--- src/design/assert_macros.svh ---
// Assertion helpers included by the top-level design file.
`ifndef ASSERT_MACROS_SVH
`define ASSERT_MACROS_SVH

// The consequent must hold in the same cycle as the antecedent.
`define ASSERT_SAME(label, clk, rst_n, ante, cons) \
    label: assert property (@(posedge clk) disable iff (!rst_n) (ante) |-> (cons)) \
        else $error("assertion failed: same-cycle implication");

// The consequent must hold in the cycle after the antecedent.
`define ASSERT_NEXT(label, clk, rst_n, ante, cons) \
    label: assert property (@(posedge clk) disable iff (!rst_n) (ante) |=> (cons)) \
        else $error("assertion failed: next-cycle implication");

`endif

--- src/design/stb_pkg.sv ---
package stb_pkg;

    localparam int TABLE_DEPTH = 1024;
    localparam int KEY_W       = 32;
    localparam int IDX_W       = $clog2(TABLE_DEPTH);
    localparam int POS_W       = $clog2(TABLE_DEPTH + 1);
    localparam int SIDE_W      = 2;
    localparam int CFG_IDX_W   = 1;
    localparam int CFG_DATA_W  = POS_W;

    localparam logic [CFG_IDX_W-1:0] REG_ENTRIES_IN_USE = CFG_IDX_W'(0);
    localparam logic [CFG_IDX_W-1:0] REG_COMPARE_SIGNED = CFG_IDX_W'(1);

    localparam logic CMD_WRITE  = 1'b0;
    localparam logic CMD_SEARCH = 1'b1;

    localparam logic [SIDE_W-1:0] SIDE_EXACT = 2'd0;
    localparam logic [SIDE_W-1:0] SIDE_LOWER = 2'd1;
    localparam logic [SIDE_W-1:0] SIDE_UPPER = 2'd2;

    typedef struct packed {
        logic [KEY_W-1:0]  key;
        logic [SIDE_W-1:0] side;
        logic [POS_W-1:0]  count;
        logic              cmp_signed;
    } search_req_t;

    typedef struct packed {
        logic [POS_W-1:0] position;
        logic             found;
    } search_res_t;

endpackage

--- src/design/stb_search.sv ---
module stb_search (
    input  logic                        clk,
    input  logic                        rst_n,
    input  logic                        start,
    input  stb_pkg::search_req_t        req,
    output logic                        idle,
    output logic                        res_valid,
    input  logic                        res_ready,
    output stb_pkg::search_res_t        res,
    output logic                        rd_en,
    output logic [stb_pkg::IDX_W-1:0]   rd_addr,
    input  logic [stb_pkg::KEY_W-1:0]   rd_data
);
    import stb_pkg::*;

    typedef enum logic [4:0] {
        S_IDLE      = 5'b00001,
        S_READ      = 5'b00010,
        S_CMP       = 5'b00100,
        S_EXACT_CMP = 5'b01000,
        S_DONE      = 5'b10000
    } state_t;

    state_t            state_reg, state_next;
    logic [POS_W-1:0]  lo_reg, lo_next;
    logic [POS_W-1:0]  hi_reg, hi_next;
    logic              found_reg, found_next;
    logic [KEY_W-1:0]  key_reg;
    logic [SIDE_W-1:0] side_reg;
    logic [POS_W-1:0]  count_reg;
    logic              signed_reg;

    logic [POS_W-1:0]  span;
    logic [POS_W-1:0]  mid;
    logic [KEY_W-1:0]  entry_ord;
    logic [KEY_W-1:0]  key_ord;
    logic              go_right;

    // Flipping the sign bit turns a two's complement order into an unsigned one.
    assign entry_ord = {rd_data[KEY_W-1] ^ signed_reg, rd_data[KEY_W-2:0]};
    assign key_ord   = {key_reg[KEY_W-1] ^ signed_reg, key_reg[KEY_W-2:0]};
    assign go_right  = side_reg[1] ? (entry_ord <= key_ord) : (entry_ord < key_ord);

    assign span = hi_reg - lo_reg;
    assign mid  = lo_reg + (span >> 1);

    always_comb
    begin
        state_next = state_reg;
        lo_next    = lo_reg;
        hi_next    = hi_reg;
        found_next = found_reg;
        rd_en      = 1'b0;
        rd_addr    = mid[IDX_W-1:0];
        case (state_reg)
            S_IDLE:
            begin
                if (start)
                begin
                    lo_next    = '0;
                    hi_next    = req.count;
                    state_next = S_READ;
                end
            end
            S_READ:
            begin
                rd_en = 1'b1;
                if (lo_reg < hi_reg)
                begin
                    state_next = S_CMP;
                end
                else if (side_reg == SIDE_EXACT && lo_reg < count_reg)
                begin
                    // The search has converged; fetch the bound entry to check equality.
                    rd_addr    = lo_reg[IDX_W-1:0];
                    state_next = S_EXACT_CMP;
                end
                else
                begin
                    found_next = (side_reg != SIDE_EXACT);
                    state_next = S_DONE;
                end
            end
            S_CMP:
            begin
                if (go_right)
                begin
                    lo_next = mid + POS_W'(1);
                end
                else
                begin
                    hi_next = mid;
                end
                state_next = S_READ;
            end
            S_EXACT_CMP:
            begin
                found_next = (entry_ord == key_ord);
                state_next = S_DONE;
            end
            S_DONE:
            begin
                if (res_ready)
                begin
                    state_next = S_IDLE;
                end
            end
            default:
            begin
                state_next = S_IDLE;
            end
        endcase
    end

    always_ff @(posedge clk or negedge rst_n)
    begin
        if (!rst_n)
        begin
            state_reg <= S_IDLE;
        end
        else
        begin
            state_reg <= state_next;
        end
    end

    always_ff @(posedge clk)
    begin
        lo_reg    <= lo_next;
        hi_reg    <= hi_next;
        found_reg <= found_next;
        if (state_reg == S_IDLE && start)
        begin
            key_reg    <= req.key;
            side_reg   <= req.side;
            count_reg  <= req.count;
            signed_reg <= req.cmp_signed;
        end
    end

    assign idle         = (state_reg == S_IDLE);
    assign res_valid    = (state_reg == S_DONE);
    assign res.position = lo_reg;
    assign res.found    = found_reg;

endmodule

--- config.mk ---
export PLATFORM = sky130hd
export DESIGN_NAME = stb_search
export DESIGN_NICKNAME = d
export VERILOG_FILES = /design/src/design/assert_macros.svh /design/src/design/stb_pkg.sv /design/src/design/stb_search.sv
export SDC_FILE = /design/constraint.sdc
export NUM_CORES = 1
export LEC_CHECK = 0
export CORE_MARGIN = 2
export CORE_UTILIZATION = 60
export DETAILED_ROUTE_END_ITERATION = 10
export DONT_BUFFER_PORTS = 1
export PLACE_DENSITY = 0.74
export SETUP_SLACK_MARGIN = 0.02
export SYNTH_ARGS = -nofsm -noshare
export SYNTH_HDL_FRONTEND = slang
export SYNTH_SLANG_ARGS = --single-unit
--- constraint.sdc ---
create_clock -name clk -period 10.7 [get_ports clk]
set_input_delay 1.605 -clock clk [delete_from_list [all_inputs] [get_ports clk]]
set_output_delay 1.605 -clock clk [all_outputs]
set_load 0.02 [all_outputs]
==> flow_summary.toml <==
[synthesis]
synth_edf_count = 69
synthMuxAreaShare_pct = 2.718
ys_ff_latch = 74
ys_seq_area_share_pct = 43.82
ys_top_cells_by_count = "69 x edfxtp_1, 66 x inv_1, 64 x ha_1, 33 x nand2_1, 25 x nor2_1"
syn_inst = 462
synth.area.top_cells = "edfxtp_1 41%, ha_1 16%, inv_1 4.9%"
yosys_warnings = 0
yosys.area_share.simple_pct = 12.64
synth_compound_area_share_pct = 13.39
synth-xor-area-share_pct = 4.838
synth_top_family_by_area = "adder cells"
netlist_area_mm2 = 0.005017
synth_cell_types = 63
yosysMostFrequentCell = "edfxtp_1"
syn_area_per_cell_um2 = 10.86
yosys.area.top_type = "edfxtp_1"
synthArstFlopShare_pct = 6.757
ys.flop_type = "edfxtp_1"
syn_nets = 610
synthDominantCellAreaShare_pct = 41.30
synth_fa_ha_area_share_pct = 16.76

[clock_tree]
cts.clk_slew.worst_paths_ps = 100
postCtsSetupRepairBufs = 0
numCtsBuffers = 9
ctsHtreeMaxLevel = 3
cts_tree = "built"
cts_root_buf = "clkbuf_8"
clk_path_buf_depth = 2
cts_hold_buf = 0
post_cts_resized = 0
cts_sinks = 74
insertion_delay_ps = 360

[route]
via_per_inst = 5.869
firstDrtPassIters = 4
drt_iter0_markers = 111
antenna_left = 0
routed_wl_um = 10300
vias = 3410
drc = 0
routedWlPerCell_um = 17.72

[grt]
grt_usage_pct = 24.19
globalRouteMet2Util_pct = 40.67
antenna_found_initial = 0
grt_max_degree = 48
grt_use_met3_pct = 7.431
grt_pass1_vias = 3527
overflow = 0
grt_pass1_wl_um = 16660
top_usage_layer = "met2"
grtUsageMet1_pct = 30.08

[timing]
hold_violations = 0
period_share_pct = 56.42
fmax_ghz = 0.1656
rsz0062_at_grt = "no"
layout_min_cycle_time_ps = 6037
slew_violations = 0
maxSlewHeadroom_pct = 44.44
tns_ps = 0
finalSetupViolCount = 0
finalClockSkew_ps = 21.90
worst_pin_slew_ps = 833.4

[cells_and_area]
drive_gt1_share_pct = 10.71
final_nets = 619
final_cells = 581
area_growth_pct = 6.309
final_area_mm2 = 0.005334
fillers = 679
largest_reg_flops = 32
antenna_cells = 0

[critical_path]
max_stage_delay_ps = 550
crit_start = "lo_reg[1]"
path_max_fanout = 5
cp-end-kind = "primary output"
worst_r2r_startpoint = "lo_reg[1]"
reg2reg_to = "lo_reg[10]"
cp.depth = 15
startpoint_type = "flip-flop"
path_buf_inv = 2
worstPathRequired_ps = 9100
rr_worst_depth = 16
path_class = "flip-flop to primary output"
cp_slowest_cell = "edfxtp_1"
crit_chain = "inv_1 > fa_1 > a21o_1 > a21oi_1 > nor2b_1 > o21a_1 > o41ai_2 > xnor2_1 > ha_1 > inv_1 > o22ai_1 > or3_1 > a21oi_1 > xnor2_1 > mux2_2"
worstPathArrival_ps = 4430
r2r_slack_ps = 6350
crit_family = "compound AO/OA/AOI/OAI gates"
crit_end = "rd_addr[9]"

[floorplan]
rows = 33
core-area_mm2 = 0.008175
die_area_mm2 = 0.009110
start_util_pct = 61.37
die_h_um = 95.45
die_w_um = 95.45
io_pins = 107

[outcome]
status = "completed"

[place]
placed_area_mm2 = 0.005146
io_buffers = 0
gp_congestion = 0.8699
placed_cells = 565
dpl.hpwl_um = 7890

[flow_run]
max-cap-violations = 0

[hold_path]
min_path_type = "flip-flop to flip-flop"
-- metrics by stage --
| stage | utilization (%) | setup slack (ps) | hold WS (ps) |
|---|---|---|---|
| 2_1_floorplan | - | 5432 | 565.0 |
| 3_3_place_gp | 62.95 | 5181 | 608.5 |
| 3_5_place_dp | 62.95 | 5110 | 605.6 |
| 4_1_cts | 65.24 | 4668 | 635.3 |
| 5_1_grt | 65.24 | 4395 | 700.5 |
| 6_report | 65.24 | 4663 | 642.2 |
-- worst register-to-register path, cell delays in order, from the launching register on --
cell and delay [ps]:
edfxtp_1 550, inv_1 200, fa_1 490, a21o_1 180, a21oi_1 210, nor2b_1 70
o21a_1 190, o41ai_2 350, xnor2_1 170, ha_1 310, a21oi_2 230, nand2_1 110
o211ai_2 180, or4b_1 460, o311a_1 180, a31o_1 210, a21oi_2 120
-- cells in the final DEF, fill, tap and decap left out, drive strengths merged, types with 3 or more instances in the layout --
cell and n:
and3 4, nand2b 3, mux2 6, a31oi 4, nor2 26, edfxtp 69, xor2 9, inv 74
nor4 4, nand3 10, nor2b 5, ha 64, and2 5, nand2 33, nand4 13, a21o 23
mux2i 5, a21oi 28, o211ai 4, dfrtp 4, clkbuf 9, xnor2 17, nor3 3, buf 5
o21ai 15
-- how the worst min path moves through the flow --
stage / start / end / slack (ps) / depth (start not counted)
after floorplan: side_reg[0] / found_reg / 570 / 2
after global placement: side_reg[0] / found_reg / 610 / 2
after detailed placement: side_reg[0] / found_reg / 610 / 2
after CTS: side_reg[0] / found_reg / 640 / 2
after global routing: side_reg[0] / found_reg / 700 / 2
final: side_reg[0] / found_reg / 640 / 2
-- layer usage --
metal	up-vias	part of all wire, %
met2	97	48
met4	0	2.0
li1	1684	-
met1	1611	44
met5	-	0
met3	18	6.1
-- cell families after synthesis --
| logic type | after synthesis |
|---|---|
| and+or+nand+nor | 119 |
| AOI/OAI and AO/OA | 92 |
| buffers and inverters | 74 |
| DFF | 74 |
| adders and majority gates | 66 |
| xor gates and xnor gates | 26 |
| muxes | 11 |
-- cell type report --
| class | count | area, um2 | area share, % |
|---|---|---|---|
| Inverter | 67 | 251.5 | 4.715 |
| Clock inverter | 7 | 63.81 | 1.196 |
| Timing Repair Buffer | 5 | 37.54 | 0.7037 |
| Sequential cell | 74 | 2198 | 41.22 |
| Tap cell | 105 | 131.4 | 2.463 |
| Multi-Input combinational cell | 314 | 2527 | 47.38 |
| Clock buffer | 9 | 123.9 | 2.322 |
Power is not shown: default switching activity piles up to over one toggle a cycle in this logic, so the estimate is an artifact.
